[config.mk]
export PLATFORM = sky130hd
export DESIGN_NAME = hcd_front
export DESIGN_NICKNAME = d
export VERILOG_FILES = /design/src/rtl/hcd_pkg.sv /design/src/rtl/hcd_front.sv
export SDC_FILE = /design/constraint.sdc
export NUM_CORES = 1
export LEC_CHECK = 0
export BUFFER_PORTS_ARGS = -buffer_cell sky130_fd_sc_hd__buf_2
export CAP_MARGIN = 10
export CORE_ASPECT_RATIO = 0.9
export CORE_MARGIN = 2
export CORE_UTILIZATION = 35
export CTS_BUF_LIST = sky130_fd_sc_hd__clkbuf_16
export CTS_CLUSTER_DIAMETER = 60
export DETAILED_ROUTE_END_ITERATION = 6
export HOLD_SLACK_MARGIN = 0.02
export PLACE_DENSITY = 0.64
export SLEW_MARGIN = 10
export SYNTH_ARGS = -nofsm -noshare
export SYNTH_HDL_FRONTEND = slang
export SYNTH_SLANG_ARGS = --single-unit
export TNS_END_PERCENT = 30
[constraint.sdc]
create_clock -name clock -period 9 [get_ports clock]
set_input_delay 0.45 -clock clock [delete_from_list [all_inputs] [get_ports clock]]
set_output_delay 0.45 -clock clock [all_outputs]
set_load 0.01 [all_outputs]
[src/rtl/hcd_pkg.sv]
package hcd_pkg;

   localparam int MIN_SIZE   = 5;
   localparam int HEIGHT_CAP = 4096;
   localparam int DIM_W      = 13;
   localparam int ROW_W      = 13;
   localparam int CALC_W     = 14;

   localparam logic [1:0] REG_FRAME_WIDTH  = 2'd0;
   localparam logic [1:0] REG_FRAME_HEIGHT = 2'd1;
   localparam logic [1:0] REG_HARRIS_K     = 2'd2;
   localparam logic [1:0] REG_THRESHOLD    = 2'd3;

   typedef struct packed {
      logic [7:0] pixel;
      logic       grad_ok;
      logic       emit;
      logic       corner_ok;
      logic       last;
   } hcd_item_type;

   typedef struct packed {
      logic signed [20:0] xy;
      logic [20:0]        yy;
      logic [20:0]        xx;
   } hcd_prod_type;

   typedef struct packed {
      logic [DIM_W-1:0] width;
      logic [DIM_W-1:0] height;
   } hcd_geom_type;

   typedef struct packed {
      logic [15:0] k;
      logic [47:0] threshold;
   } hcd_score_type;

endpackage

[src/rtl/hcd_front.sv]
module hcd_front #(
   parameter int MAX_WIDTH = 1024
) (
   input  logic                         clock,
   input  logic                         reset,
   input  hcd_pkg::hcd_geom_type        geom,
   input  logic                         in_valid,
   input  logic                         in_action,
   input  logic [7:0]                   in_pixel,
   output logic                         in_ready,
   input  logic                         q_full,
   output logic                         q_push,
   output hcd_pkg::hcd_item_type        q_item,
   output logic [$clog2(MAX_WIDTH)-1:0] q_col,
   output logic [$clog2(MAX_WIDTH)-1:0] q_gc
);
   import hcd_pkg::*;

   localparam int COL_W = $clog2(MAX_WIDTH);

   logic [ROW_W-1:0]  row_ff, row_in;
   logic [COL_W-1:0]  col_ff, col_in;
   logic [CALC_W-1:0] w, h, row_x, col_x, orow, ocol;
   logic              accept, last, emit;

   assign in_ready = !q_full;
   assign accept   = in_valid && !q_full;
   assign q_push   = accept;

   always_comb begin
      if (geom.width < DIM_W'(MIN_SIZE)) begin
         w = CALC_W'(MIN_SIZE);
      end else if (CALC_W'(geom.width) > CALC_W'(MAX_WIDTH)) begin
         w = CALC_W'(MAX_WIDTH);
      end else begin
         w = CALC_W'(geom.width);
      end
      if (geom.height < DIM_W'(MIN_SIZE)) begin
         h = CALC_W'(MIN_SIZE);
      end else if (CALC_W'(geom.height) > CALC_W'(HEIGHT_CAP)) begin
         h = CALC_W'(HEIGHT_CAP);
      end else begin
         h = CALC_W'(geom.height);
      end
      row_x = CALC_W'(row_ff);
      col_x = CALC_W'(col_ff);

      last = (row_x >= h + CALC_W'(3)) && (col_x >= CALC_W'(2));
      emit = (row_x > CALC_W'(3)) || ((row_x == CALC_W'(3)) && (col_x >= CALC_W'(3)));
      if (col_x >= CALC_W'(3)) begin
         orow = row_x - CALC_W'(3);
         ocol = col_x - CALC_W'(3);
      end else begin
         orow = row_x - CALC_W'(4);
         ocol = w - CALC_W'(3) + col_x;
      end

      q_item.pixel     = (!in_action && (row_x < h)) ? in_pixel : 8'd0;
      q_item.grad_ok   = (col_x >= CALC_W'(2)) && (col_x + CALC_W'(1) <= w)
                         && (row_x >= CALC_W'(2)) && (row_x + CALC_W'(1) <= h);
      q_item.emit      = emit;
      q_item.corner_ok = emit && (orow >= CALC_W'(2)) && (orow + CALC_W'(3) <= h)
                         && (ocol >= CALC_W'(2)) && (ocol + CALC_W'(3) <= w);
      q_item.last      = last;
      q_col            = col_ff;
      q_gc             = (col_x >= CALC_W'(1)) ? COL_W'(col_x - CALC_W'(1))
                                               : COL_W'(w - CALC_W'(1));

      row_in = row_ff;
      col_in = col_ff;
      if (accept) begin
         if (last) begin
            row_in = '0;
            col_in = '0;
         end else if (col_x + CALC_W'(1) >= w) begin
            row_in = ROW_W'(row_x + CALC_W'(1));
            col_in = '0;
         end else begin
            col_in = COL_W'(col_x + CALC_W'(1));
         end
      end
   end

   always_ff @(posedge clock) begin
      if (reset) begin
         row_ff <= '0;
         col_ff <= '0;
      end else begin
         row_ff <= row_in;
         col_ff <= col_in;
      end
   end

endmodule

==> metrics list <==
- Summed over all instances, the cell type with the most area after synthesis is sky130_fd_sc_hd__ha_1.
- The die is 131 µm tall.
- Detailed placement ended at an HPWL of between 15,000 and 20,000 µm.
* Fill count: 1,884
* Leading post-synthesis cells by cell area: sky130_fd_sc_hd__ha_1 23%, sky130_fd_sc_hd__xnor2_1 8.3%, sky130_fd_sc_hd__dfxtp_1 7.3%, sky130_fd_sc_hd__nand2_1 4.3%, sky130_fd_sc_hd__a21oi_1 4.1%
- Along the worst path, the maximum fanout reaches 8.
* Total number of nets in the final design: about 1.1k
- The first global-routing pass estimated around 33,000 µm of wire.
* Post-CTS Setup Inserts: 0
* Total setup violations reported at the end of the flow: 0
* Number of library cell types mapped by synthesis: a little over 70
- CTS built an H-tree with a depth of 1.
- The share of synthesized area in the top cell type comes to between 20% and 30%.
* Antenna violations before repair: 0
* Worst-Skew Late Latency: approximately 0.26 ns
- Final critical path time including I/O delays and setup: 7.34 ns
* TritonCTS clock tree: yes
- The initial utilization of the core area, before any placement, comes to a little over a third.
* Post-route worst setup slack: approximately 1.7 ns
- For this run, the register share of the synthesized area comes to 7.29%.
- Core Util, Final: 39.4%
- In this run the tool buffered the top-level ports with roughly 70 buffer cells.
- Crit path required time: approximately 8.6 ns
- In the routed layout, each cell is associated on average with a via count of roughly 5.7.
- Worst hold path class: reg -> reg
- Achievable clock frequency: ~0.14 GHz
* Type of the worst setup path: in -> out
* Post-CTS sizing: 0
- Final weighted congestion in routability-driven placement: approximately 0.95
- Counting the buffers created by CTS gives 3.
* Hold Violations, Final: 0
* Fin. max-slew vios: 0
- Worst slack at placement: 1.63 ns
- CTS sink count: 23
* Overall die width: roughly 150 µm
- PwrDens: around 70 mW/mm²
* EDFF count, synth: 0
- The setup check on the worst reg-to-reg path leaves a slack of 4.10 ns.
- The floorplan step defined a die boundary enclosing about 0.019 mm².
- Vias in the first global route: 6,406
* Worst slew margin: around 28%
- The flow ran to the end, and the final reports show no timing, DRC or antenna violations.
- After clock tree synthesis, the clock-pin slew on the worst setup and hold paths is about 0.060 ns.
* Cts-stage hold buffer count: 0
* Kind of start point of the critical path: input pin
- Area Growth Syn to Fin: 10.3%
- The mapped netlist covers 0.00632 mm².
- The core region is 0.0177 mm².
- GRT Total Usage: between 20% and 30%
* Count of nets left with antenna violations after detail routing: 0
* Clock root buffer: sky130_fd_sc_hd__clkbuf_16
* Post-synth top flop: sky130_fd_sc_hd__dfxtp_1
- CP Capture Type: output port
* TritonRoute pass-1 iters: 6
* Footprint of the multi-input gates: between 0.005 and 0.006 mm²
- The routed design has ~20,000 µm of wire.
- Max-cap violations in this run came to 0.
- Actual slew at the worst max-slew pin: between 1 and 1.5 ns
* Total number of vias: approximately 6.7k
* Peak supply drop: slightly below 0.06 mV
- Initial detailed-routing violation count: ~590
* Post-synthesis async set-or-reset flop share: 0%
* Avg Synthesized Cell Area: 7.18 µm²
- Synthesis inferred 23 register bits.
- DRC violation count after routing: 0
- After floorplanning, the core was divided into 46 placement rows.
- STA puts the critical path data arrival time at around 7 ns.
* Ratio of cells with drive above 1 in the final layout: 10.6%
- Setup Skew: just over 0.004 ns
- Setup repair after global routing missed its margin: false
* Boundary Pins: 73
- The sequential cells in the finished layout cover a total of around 460 µm².
- Synth Warn #: 0
* Antenna cell count: 0
- Entering global routing, the biggest net connects a little over 40 pins.
- Summed over all cells, the static leakage comes to between 3 and 4 nW.
- The worst path uses 81.5% of the clock period.
* Post-Syn Instances: 880
* Most frequent cells after synthesis: 114 x sky130_fd_sc_hd__ha_1, 72 x sky130_fd_sc_hd__nand2_1, 69 x sky130_fd_sc_hd__nor2_1
- For the final routed database, the setup TNS stands at 0 ns.
- Most frequently used cell type in the post-synthesis netlist: sky130_fd_sc_hd__ha_1
- The clock passes through at most 2 buffers.
* GRT Residual Overflow: 0
- Per-cell routed wire length: about 17 µm
[report_power, final]
part           leakage (nW)  internal [W]  switching (W)  total [W]
registers             0.185      0.000102     0.00000109   0.000103
logic                  2.91      0.000122       0.000166   0.000288
clock network        0.0423     0.0000594      0.0000379  0.0000973
[area by class of cell]
class	count	share of cell area, %
Clock buffer	3	1.08
Sequential cell	23	6.61
Tap cell	240	4.31
Timing Repair Buffer	78	5.82
Inverter	63	3.40
Multi-Input combinational cell	762	78.7
Clock inverter	1	0.0539
[worst max-delay path: stages]
cell,delay (ns)
sky130_fd_sc_hd__buf_2,0.12
sky130_fd_sc_hd__nor4_1,0.43
sky130_fd_sc_hd__nand3_1,0.13
sky130_fd_sc_hd__a211oi_1,0.54
sky130_fd_sc_hd__nand2_1,0.37
sky130_fd_sc_hd__ha_1,0.38
sky130_fd_sc_hd__inv_1,0.04
sky130_fd_sc_hd__ha_1,0.25
sky130_fd_sc_hd__a211oi_1,0.44
sky130_fd_sc_hd__nor2_1,0.12
sky130_fd_sc_hd__or4b_1,0.54
sky130_fd_sc_hd__a221oi_2,0.33
sky130_fd_sc_hd__or4b_4,0.54
sky130_fd_sc_hd__nor3_1,0.23
sky130_fd_sc_hd__mux2i_1,0.11
sky130_fd_sc_hd__ha_1,0.32
sky130_fd_sc_hd__nand3_1,0.12
sky130_fd_sc_hd__or4_1,0.54
sky130_fd_sc_hd__o221a_2,0.27
sky130_fd_sc_hd__o21ai_0,0.14
sky130_fd_sc_hd__a311oi_1,0.06
sky130_fd_sc_hd__o221ai_1,0.12
sky130_fd_sc_hd__a311oi_1,0.08
sky130_fd_sc_hd__buf_2,0.17
[cells by family after synthesis]
logic type      Yosys count  synth area share, %
fa+ha+maj               115                 22.9
mux                       7                 1.11
simple gates            319                 26.2
buf+inv                 100                 6.20
compound gates          230                 24.5
xor+xnor                 84                 11.6
other cells               2                0.119
flops                    23                 7.29
[through the flow]
stage	total power (W)	hold slack [ns]	std cells	cell area, µm²
after global placement	0.000384	0.524	1166	6890
after CTS	0.000484	0.549	1170	6960
after detailed placement	0.000385	0.541	1166	6890
after global routing	0.000530	0.599	1170	6960
after floorplan	0.000309	0.541	885	6330
final	0.000489	0.551	1170	6960
[path summary, 6_finish.rpt]
check / end / startpoint / depth (start not counted)
worst max-delay path: q_item[1] / geom[22] / 24
worst min-delay path: q_col[9] / q_col[9] / 2
worst max register to register: row_ff[8] / q_col[1] / 13
worst min register to register: q_col[9] / q_col[9] / 2
[cells in the final DEF (no fill, tap or decap), types with 14 or more instances in the layout]
cell	n
sky130_fd_sc_hd__o21a_1	15
sky130_fd_sc_hd__buf_2	72
sky130_fd_sc_hd__dfxtp_1	23
sky130_fd_sc_hd__nand3_1	20
sky130_fd_sc_hd__xnor2_1	60
sky130_fd_sc_hd__o21ai_0	46
sky130_fd_sc_hd__xor2_1	24
sky130_fd_sc_hd__ha_1	114
sky130_fd_sc_hd__nand4_1	25
sky130_fd_sc_hd__nor3_1	34
sky130_fd_sc_hd__a21o_1	14
sky130_fd_sc_hd__nand2_1	72
sky130_fd_sc_hd__nor2_1	69
sky130_fd_sc_hd__inv_1	59
sky130_fd_sc_hd__a21oi_1	52
[state kept, by name (all words and copies together), names as in the netlist]
name and count:
q_col 10, row_ff 13
[layer usage]
layer  vias up  track usage [%]  routed length [µm]
met5         -                0                   0
met4         0             3.76                 301
met3        20             2.43                1540
met2       231             31.8                8440
met1      3074             30.7                9760
li1       3333                -                   -
No activity file was read; power rests on OpenSTA's default activity.
