### src/rtl/hcd_fifo.sv
module hcd_fifo #(
   parameter int WIDTH = 8
) (
   input  logic             clock,
   input  logic             reset,
   input  logic             push,
   input  logic [WIDTH-1:0] push_data,
   input  logic             pop,
   output logic             full,
   output logic             empty,
   output logic [WIDTH-1:0] head
);

   logic [WIDTH-1:0] mem_ff [2];
   logic       wr_ptr_ff, wr_ptr_in;
   logic       rd_ptr_ff, rd_ptr_in;
   logic [1:0] count_ff, count_in;
   logic       do_push, do_pop;

   assign full    = (count_ff == 2'd2);
   assign empty   = (count_ff == 2'd0);
   assign head    = mem_ff[rd_ptr_ff];
   assign do_push = push && !full;
   assign do_pop  = pop && !empty;

   always_comb begin
      wr_ptr_in = do_push ? ~wr_ptr_ff : wr_ptr_ff;
      rd_ptr_in = do_pop ? ~rd_ptr_ff : rd_ptr_ff;
      count_in  = count_ff + {1'b0, do_push} - {1'b0, do_pop};
   end

   always_ff @(posedge clock) begin
      if (reset) begin
         wr_ptr_ff <= 1'b0;
         rd_ptr_ff <= 1'b0;
         count_ff  <= 2'd0;
      end else begin
         wr_ptr_ff <= wr_ptr_in;
         rd_ptr_ff <= rd_ptr_in;
         count_ff  <= count_in;
      end
      if (do_push) begin
         mem_ff[wr_ptr_ff] <= push_data;
      end
   end

endmodule

### config.mk
export PLATFORM = sky130hd
export DESIGN_NAME = hcd_fifo
export DESIGN_NICKNAME = d
export VERILOG_FILES = /design/src/rtl/hcd_fifo.sv
export SDC_FILE = /design/constraint.sdc
export NUM_CORES = 1
export LEC_CHECK = 0
export BUFFER_PORTS_ARGS = -buffer_cell sky130_fd_sc_hd__buf_2
export CORE_MARGIN = 8
export CORE_UTILIZATION = 49
export CTS_CLUSTER_SIZE = 30
export DETAILED_ROUTE_END_ITERATION = 8
export GPL_ROUTABILITY_DRIVEN = 1
export PLACE_DENSITY = 0.73
export SETUP_SLACK_MARGIN = 0.02
export SLEW_MARGIN = 15
export SYNTH_ARGS = -nofsm -noshare
export SYNTH_HDL_FRONTEND = slang
export SYNTH_SLANG_ARGS = --single-unit
### constraint.sdc
create_clock -name clock -period 1.75 [get_ports clock]
set_input_delay 0.175 -clock clock [delete_from_list [all_inputs] [get_ports clock]]
set_output_delay 0.175 -clock clock [all_outputs]
set_load 0.01 [all_outputs]
==> out/qor.txt, run 1 <==
Status: completed
CTS Root Cell: clkbuf_4
Chip height: 56.7 µm
First drt pass iteration count: 4
Port Buf Inserts: 21
Final hold violation count: 0
Worst Path Buf+Inv: 1
Hold Buf Count CTS: 0
Via count: 488
Fmax: 0.612 GHz
Crit path capture type: flip-flop
Hold Path End: mem_ff[1][3]
Area leader, netlist: edfxtp_1
Final WL: 1.40 mm
Critical path arrival: 1.85 ns
Crit path top cell by count: ha_1
Global-route wire length before repair: 2.28 mm
Worst path slowest cell: dfxtp_2
Routed Antenna Nets: 0
Critical Path RT: 1.97 ns
Register-to-Register Path Depth: 7
H-tree levels: 1
CTS tree: yes
Crit-path max FO: 5
# IOs: 22
Initial antenna violation count: 0
Synthesis Warnings: 0
Die W: 56.7 µm
Worst Hold Launch: push_data[3]
Synthesized flop and latch total: 21
Most frequent cells in the layout: 21 x buf_2, 16 x edfxtp_1, 5 x mux2_1
Endpoints failing setup: 0
Routed WL per cell: 15.2 µm
Launch point of the worst reg-to-reg path: count_ff[1]
Vias in the first global route: 536
Inserted Diodes: 0
Cells after synthesis: 52
HP Class: primary input to flip-flop
Crit Path Category: flip-flop to flip-flop
Final net count: 91
Setup slack, reg-to-reg: 0.12 ns
Syn Area/Cell: 15.6 µm²
Layout fillers: 116
Distinct cell type count after synthesis: 21
Area after DPL: 931 µm²
Clk slew on worst S/H paths: 0.12 ns
GP Congestion: 0.643
Skew final: 0.00866 ns
Worst-case vdd ir drop: 0.716 mV
Post_cts resized: 0
CP Cell Sequence: o21a_2 -> ha_1 -> inv_1 -> ha_1 -> xor2_1 -> and2_1 -> nor3_1
RSZ-0062 raised after global routing: false
Area Growth Syn to Fin: 18.5%
Cell Int Power: 936 µW
Die area: 3210 µm²
Aggregate global routing overflow: 0
Row Count: 14
Total negative slack: 0 ns
Worst setup SP type: flip-flop
Sw Ratio: 30.7%
Post-synthesis sequential area ratio: 71.6%
Power per cell area: 1410 nW/µm²
Initial DRC Count: 8
Commonest non-fill, non-tap cell in the layout: buf_2
Headroom to the max-slew limit: 76.0%
Final instance area: 961 µm²
Share of layout cells above drive strength 1: 44.7%
Final Cycle Share: 93.4%
TritonCTS Sinks: 21
DRC: 0
Sequential Power Share: 52.8%
CP max stage delay: 0.36 ns
Leakage: 0.000406 µW
Register area: 583 µm²
Hold Slack: 0.0587 ns
DP HPWL: 1.04 mm
Yosys top cell area share: 59.3%
Synthesized area: 811 µm²
CTS buffer count: 3
Max-Cap Viols: 0
Initial Util: 53.2%
Max-slew violations: 0
Setup Buffers After CTS: 0
Core ar.: 1520 µm²
Clock power share: 16.8%
Net Sw Power: 415 µW
Worst Max-Slew Pin Slew: 0.359 ns
Fin crit period: 1.63 ns
Cell family with most CP delay: adder cells
Combinational power share: 30.4%
Pin count of the biggest net entering global routing: 13
Clock tree buffer depth: 2
Reg2reg end: count_ff[1]
Hold path cells: 1
Worst skew pair latency: 0.30 ns
Syn nets: 66
GRT Util Overall: 8.73%
Synth area leaders: edfxtp_1 59%, dfxtp_1 12%, mux2_1 6.9%
Multi-input logic area: 210 µm²
Via density: 5.30
registers in the layout, summed over array words and instances, names as in the netlist, named ones only:
register / cells
mem_ff: 16
count_ff: 2
rd_ptr_ff: 1
wr_ptr_ff: 1
worst reg2reg max path: stages, from the launching register on:
cell	delay (ns)
dfxtp_2	0.36
o21a_2	0.23
ha_1	0.27
inv_1	0.04
ha_1	0.18
xor2_1	0.15
and2_1	0.16
nor3_1	0.16
logic make-up (layout without fill, tap and decap cells):
family	after synthesis	in the layout	share of synthesized area, %
adder cells (fa/ha/maj)	2	2	3.09
AND/OR/NAND/NOR	11	11	7.25
XOR/XNOR	2	2	2.16
AO/OA/AOI/OAI	3	3	2.31
multiplexers	8	8	11.1
flip-flops	21	21	71.6
buffers and inverters	5	29	2.47
cells in the mapped netlist:
library cell	number
nor2_1	4
mux2_1	5
buf_2	1
nor3_1	1
and3_2	1
nor2b_1	1
nand2b_2	1
o21a_2	1
xor2_1	1
dfxtp_1	5
and2_1	1
ha_1	2
edfxtp_1	16
nand2_1	1
o21ai_0	1
a21oi_1	1
inv_2	1
xnor2_1	1
or3_1	1
mux2_2	3
inv_1	3
how the worst max path moves through the flow:
stage	from	end	slack (ns)	depth (start not counted)
floorplan	count_ff[1]	count_ff[1]	0.28	7
global placement	count_ff[1]	count_ff[1]	0.22	7
detailed placement	count_ff[1]	count_ff[1]	0.15	7
CTS	count_ff[1]	count_ff[1]	0.1	7
global route	count_ff[1]	count_ff[1]	0.03	7
finish	count_ff[1]	count_ff[1]	0.12	7
layer usage:
metal	wire length, µm	vias up	GRT usage [%]
li1	-	233	-
met1	563	242	8.45
met2	742	11	16.3
met3	83	2	3.15
met4	9	0	3.09
met5	0	-	0
through the flow:
stage          setup slack [ns]  cells  total power (µW)  util, %
6_report                  0.115     92              1350     63.1
5_1_grt                  0.0290     92              1440     63.1
4_1_cts                  0.0971     92              1370     62.9
3_5_place_dp              0.149     88              1140     61.1
3_3_place_gp              0.225     88              1120     61.1
2_1_floorplan             0.276     52               989        -
power by group through the flow:
stage | Sequential, µW | Combinational (µW) | Clock [µW]
2_1_floorplan | 686 | 303 | 0
3_3_place_gp | 719 | 404 | 0
3_5_place_dp | 725 | 416 | 0
4_1_cts | 713 | 420 | 237
5_1_grt | 729 | 459 | 250
6_report | 714 | 411 | 226
layout make-up:
class / count / share of cell area [%]
tap: 16 / 2.08
timing repair buffer: 21 / 10.9
clock buffer: 3 / 2.34
sequential: 21 / 60.7
clock inverter: 1 / 0.521
multi-input combinational: 26 / 21.9
inverter: 4 / 1.56
No activity file was read; power rests on OpenSTA's default activity.
==> run 2: changes to the inputs <==
Settings changed: ABC_AREA set to 1, CORE_UTILIZATION 49 to 50, PLACE_DENSITY 0.73 to 0.74.
==> out/qor.txt, run 2 <==
# IOs: 22 (unchanged)
Setup Buffers After CTS: 0 (unchanged)
Fmax: 0.629 GHz (+2.8%)
Die W: 57.7 µm (+1.8%)
Final WL: 1.35 mm (-3.8%)
Hold Buf Count CTS: 0 (unchanged)
Synthesized area: 868 µm² (+7.1%)
Synthesized flop and latch total: 21 (unchanged)
Skew final: 0.00138 ns (-0.00729 ns)
Commonest non-fill, non-tap cell in the layout: buf_2
Routed Antenna Nets: 0 (unchanged)
Initial antenna violation count: 0 (unchanged)
Leakage: 0.000469 µW (+16%)
Core ar.: 1670 µm² (+9.6%)
CTS tree: yes
Final hold violation count: 0 (unchanged)
Status: completed
Via density: 4.86 (-8.4%)
Most numerous cell in the Yosys netlist: edfxtp_1
Synth area leaders: edfxtp_1 55%, mux2_4 14%, dfxtp_1 12%
Worst skew pair latency: 0.29 ns (about the same)
EDFF count, synth: 16 (unchanged)
Chip height: 57.7 µm (+1.8%)
Syn Area/Cell: 13.6 µm² (-13%)
Synth top cells by count: 16 x edfxtp_1, 10 x inv_1, 8 x mux2_4, 8 x nand2_1, 7 x nor2_1
RSZ-0062 raised after global routing: false
CTS buffer count: 3 (unchanged)
GRT Util Overall: 8.71% (-0.026 points)
Post_cts resized: 0 (unchanged)
Headroom to the max-slew limit: 66.4% (-9.7 points)
Clk slew on worst S/H paths: 0.10 ns (-0.02 ns)
Final Cycle Share: 90.9% (-2.6 points)
Vias in the first global route: 544 (+1.5%)
Endpoints failing setup: 0 (unchanged)
Area Growth Syn to Fin: 18.0%
TritonCTS Sinks: 21 (unchanged)
Crit Path Category: flip-flop to primary output
Max reg flops: 16 (unchanged)
Aggregate global routing overflow: 0 (unchanged)
Async SR Flop Fraction: 0% (unchanged)
Routed WL per cell: 12.6 µm (-17%)
Area leader, netlist: edfxtp_1
Distinct cell type count after synthesis: 11 (-48%)
Most frequent cells in the layout: 21 x buf_2, 16 x edfxtp_1, 10 x inv_1
HP Class: primary input to flip-flop
GP Congestion: 0.710 (+10%)
Critical path arrival: 1.42 ns (-0.43 ns)
Global-route wire length before repair: 2.19 mm (-4.2%)
Initial Util: 52.0% (-1.2 points)
Port Buf Inserts: 21 (unchanged)
Critical Path RT: 1.57 ns (-0.40 ns)
Die area: 3330 µm² (+3.6%)
Row Count: 15 (+1)
Post-synthesis sequential area ratio: 66.9% (-4.7 points)
H-tree levels: 1 (unchanged)
Crit path capture type: primary output
Final net count: 105 (+15%)
CTS Root Cell: clkbuf_4
Max-slew violations: 0 (unchanged)
Largest reg by FF count: mem_ff
Regs by FF count: mem_ff: 16 flops, count_ff: 2 flops
First drt pass iteration count: 2 (-2)
Clock tree buffer depth: 2 (unchanged)
Share of layout cells above drive strength 1: 40.0% (-4.7 points)
Pin count of the biggest net entering global routing: 12 (-1)
Worst Max-Slew Pin Slew: 0.504 ns (+0.145 ns)
Final design utilization: 61.3% (-1.7 points)
Cells after synthesis: 64 (+23%)
Total negative slack: 0 ns (unchanged)
Max-Cap Viols: 0 (unchanged)
Initial DRC Count: 7 (-1)
Hold Slack: 0.0381 ns (-0.0206 ns)
Yosys top cell area share: 55.3% (-3.9 points)
Power per cell area: 1370 nW/µm² (-2.4%)
Inserted Diodes: 0 (unchanged)
Fin crit period: 1.59 ns (-0.0447 ns)
Via count: 520 (+6.6%)
Crit-path max FO: 8 (+3)
Top FF cell, synth: edfxtp_1
Worst-case vdd ir drop: 0.958 mV (+34%)
Worst setup SP type: flip-flop
Syn nets: 78 (+18%)
Synthesis Warnings: 0 (unchanged)
DP HPWL: 1.10 mm (+5.5%)
DRC: 0 (unchanged)
==> run 2: cell types whose count changed after synthesis, moves of 2 or more <==
cell     change
nor2_1       +3
inv_1        +7
mux2_4       +8
nand2_1      +7
mux2_2       -3
nand3_1      +3
nor2_2       +2
mux2_1       -5
==> run 2: path summary, 6_finish.rpt <==
check,cells past startpoint,slack (ns),start,end
min reg2reg,2,0.51,rd_ptr_ff,flip-flop
max reg2reg,10,0.18,count_ff[0],count_ff[1]
max,2,0.16,flip-flop,head[2]
min,2,0.04,reset,count_ff[0]
==> run 2: critical path: stages, from the launching register on <==
cell and delay, ns:
dfxtp_1 0.65, mux2_4 0.34, buf_2 0.14
==> run 2: final cells by class <==
cell class | count | area, µm²
fillers | 136 | 646
flip-flops and latches | 21 | 581
multi-input cells | 32 | 239
repair buffers | 23 | 120
inverters | 10 | 37.5
clock buffers | 4 | 26.3
well taps | 17 | 21.3
==> run 2: per-layer routing <==
layer / vias to the layer above / global-route usage, % / part of all wire, %
met5: - / 0 / 0
met4: 0 / 3.15 / 0
met3: 0 / 4.19 / 5.3
met2: 12 / 15.8 / 53
met1: 243 / 8.37 / 42
li1: 265 / - / -
==> run 2: kinds of logic after synthesis <==
family          count (synthesis)  share of synthesized area [%]
compound gates                  2                           1.15
fa+ha+maj                       2                           2.88
buf+inv                        11                           5.62
flops                          21                           66.9
mux                             8                           13.8
simple gates                   20                           9.65
==> run 2: metrics by stage <==
stage	total power [µW]	setup slack [ns]	area, µm²	instances
2_1_floorplan	1060	0.322	868	64
3_3_place_gp	1190	0.267	998	103
3_5_place_dp	1210	0.207	998	103
4_1_cts	1430	0.133	1020	107
5_1_grt	1510	0.0729	1020	107
6_report	1410	0.160	1020	107
==> run 2: where the power goes <==
group	switching, µW	internal, µW
Sequential	70.0	641
Clock	127	88.5
Combinational	239	241
Total	436	971
==> run 3: changes to the inputs <==
--- a/constraint.sdc
+++ b/constraint.sdc
@@ -3,2 +3,2 @@
 set_output_delay 0.175 -clock clock [all_outputs]
-set_load 0.01 [all_outputs]
+set_load 0.05 [all_outputs]
==> out/qor.txt, run 3 (same netlist as run 2, synthesis figures left out) <==
Initial antenna violation count: 0 (unchanged)
Chip height: 57.7 µm (unchanged)
Port Buf Inserts: 21 (unchanged)
DRC: 0 (unchanged)
Regs by FF count: mem_ff: 16 flops, count_ff: 2 flops
Critical path arrival: 1.76 ns (+0.34 ns)
Routed Antenna Nets: 0 (unchanged)
Headroom to the max-slew limit: 77.3% (+11 points)
HP Class: primary input to flip-flop
Status: completed
Crit Path Category: flip-flop to flip-flop
CP Cell Sequence: inv_1 -> nand2_1 -> nand2_1 -> ha_1 -> inv_1 -> ha_1 -> inv_1 -> nand2_1 -> a21oi_1 -> nor2_1
Final design utilization: 61.4% (+0.075 points)
Clock tree buffer depth: 2 (unchanged)
Final Cycle Share: 89.7% (-1.2 points)
Max-slew violations: 0 (unchanged)
Fin crit period: 1.57 ns (-0.0211 ns)
Vias in the first global route: 544 (unchanged)
Worst skew pair latency: 0.29 ns (about the same)
DP HPWL: 1.10 mm (unchanged)
GRT Util Overall: 8.71% (unchanged)
Worst Max-Slew Pin Slew: 0.340 ns (-0.163 ns)
# IOs: 22 (unchanged)
Cell family with most CP delay: adder cells
Crit-path max FO: 4 (-4)
First drt pass iteration count: 2 (unchanged)
Total negative slack: 0 ns (unchanged)
Fmax: 0.637 GHz (+1.3%)
Skew final: 0.00138 ns (unchanged)
CP max stage delay: 0.38 ns (-0.27 ns)
Share of layout cells above drive strength 1: 41.1% (+1.1 points)
Commonest non-fill, non-tap cell in the layout: buf_2
Total Power: 1660 µW (+18%)
Row Count: 15 (unchanged)
Via density: 4.86 (unchanged)
Die W: 57.7 µm (unchanged)
Hold Buf Count CTS: 0 (unchanged)
Global-route wire length before repair: 2.19 mm (unchanged)
GP Congestion: 0.710 (unchanged)
Final hold violation count: 0 (unchanged)
Core ar.: 1670 µm² (unchanged)
H-tree levels: 1 (unchanged)
Worst setup SP type: flip-flop
TritonCTS Sinks: 21 (unchanged)
Clk slew on worst S/H paths: 0.10 ns (about the same)
Max-Cap Viols: 0 (unchanged)
Final WL: 1.35 mm (unchanged)
Leakage: 0.000470 µW (about the same)
CTS buffer count: 3 (unchanged)
CTS Root Cell: clkbuf_4
Crit path capture type: flip-flop
Endpoints failing setup: 0 (unchanged)
Area Growth Syn to Fin: 18.2%
Worst Path Buf+Inv: 3 (+2)
Largest reg by FF count: mem_ff
Final net count: 105 (unchanged)
Max reg flops: 16 (unchanged)
Aggregate global routing overflow: 0 (unchanged)
Power per cell area: 1620 nW/µm² (+18%)
Layout fillers: 135 (-0.74%)
RSZ-0062 raised after global routing: false
Initial DRC Count: 7 (unchanged)
Most frequent cells in the layout: 21 x buf_2, 16 x edfxtp_1, 10 x inv_1
CTS tree: yes
Initial Util: 52.0% (unchanged)
Critical Path RT: 1.94 ns (+0.37 ns)
Routed WL per cell: 12.6 µm (unchanged)
Worst-case vdd ir drop: 0.993 mV (+3.7%)
Die area: 3330 µm² (unchanged)
Pin count of the biggest net entering global routing: 12 (unchanged)
Worst path slowest cell: dfxtp_1
Inserted Diodes: 0 (unchanged)
Via count: 520 (unchanged)
Hold Slack: 0.0381 ns (unchanged)
run 3: path summary, 6_finish.rpt:
path | startpoint | to | slack (ns) | cells after the start
hold reg to reg | rd_ptr_ff | flip-flop | 0.51 | 2
hold / removal | reset | count_ff[0] | 0.04 | 2
setup / recovery | count_ff[0] | count_ff[1] | 0.18 | 10
setup reg to reg | count_ff[0] | count_ff[1] | 0.18 | 10
run 3: through the flow:
stage                     instances  worst slack, ns  cell area [µm²]
after global routing            107           0.0729             1030
after global placement          103            0.267              998
after detailed placement        103            0.207              998
after CTS                       107           0.0616             1020
after floorplan                  64           0.0223              868
final                           107            0.181             1030
run 3: final cells by class:
| type | instances | area [µm²] | share of cell area, % |
|---|---|---|---|
| clock buffer | 4 | 26.3 | 2.56 |
| inverter | 10 | 37.5 | 3.66 |
| multi-input combinational | 32 | 239 | 23.3 |
| sequential | 21 | 582 | 56.7 |
| tap | 17 | 21.3 | 2.07 |
| timing repair buffer | 23 | 120 | 11.7 |
run 3: repair_timing:
action / in CTS / in global routing
endpoints found under the setup margin: 0 / 4
setup buffers: 0 / 0
gates resized for setup: 0 / 1
run 3: power breakdown:
group	switching [µW]	internal, µW	leakage [µW]	total [µW]
clock	127	88.5	0.0000150	215
combinational	492	242	0.000263	734
sequential	70.0	643	0.000191	713
run 3: per-layer routing:
metal  share of wire, %  vias up  track usage [%]
met5                  0        -                0
li1                   -      265                -
met3                5.3        0             4.19
met4                  0        0             3.15
met1                 42      243             8.37
met2                 53       12             15.8
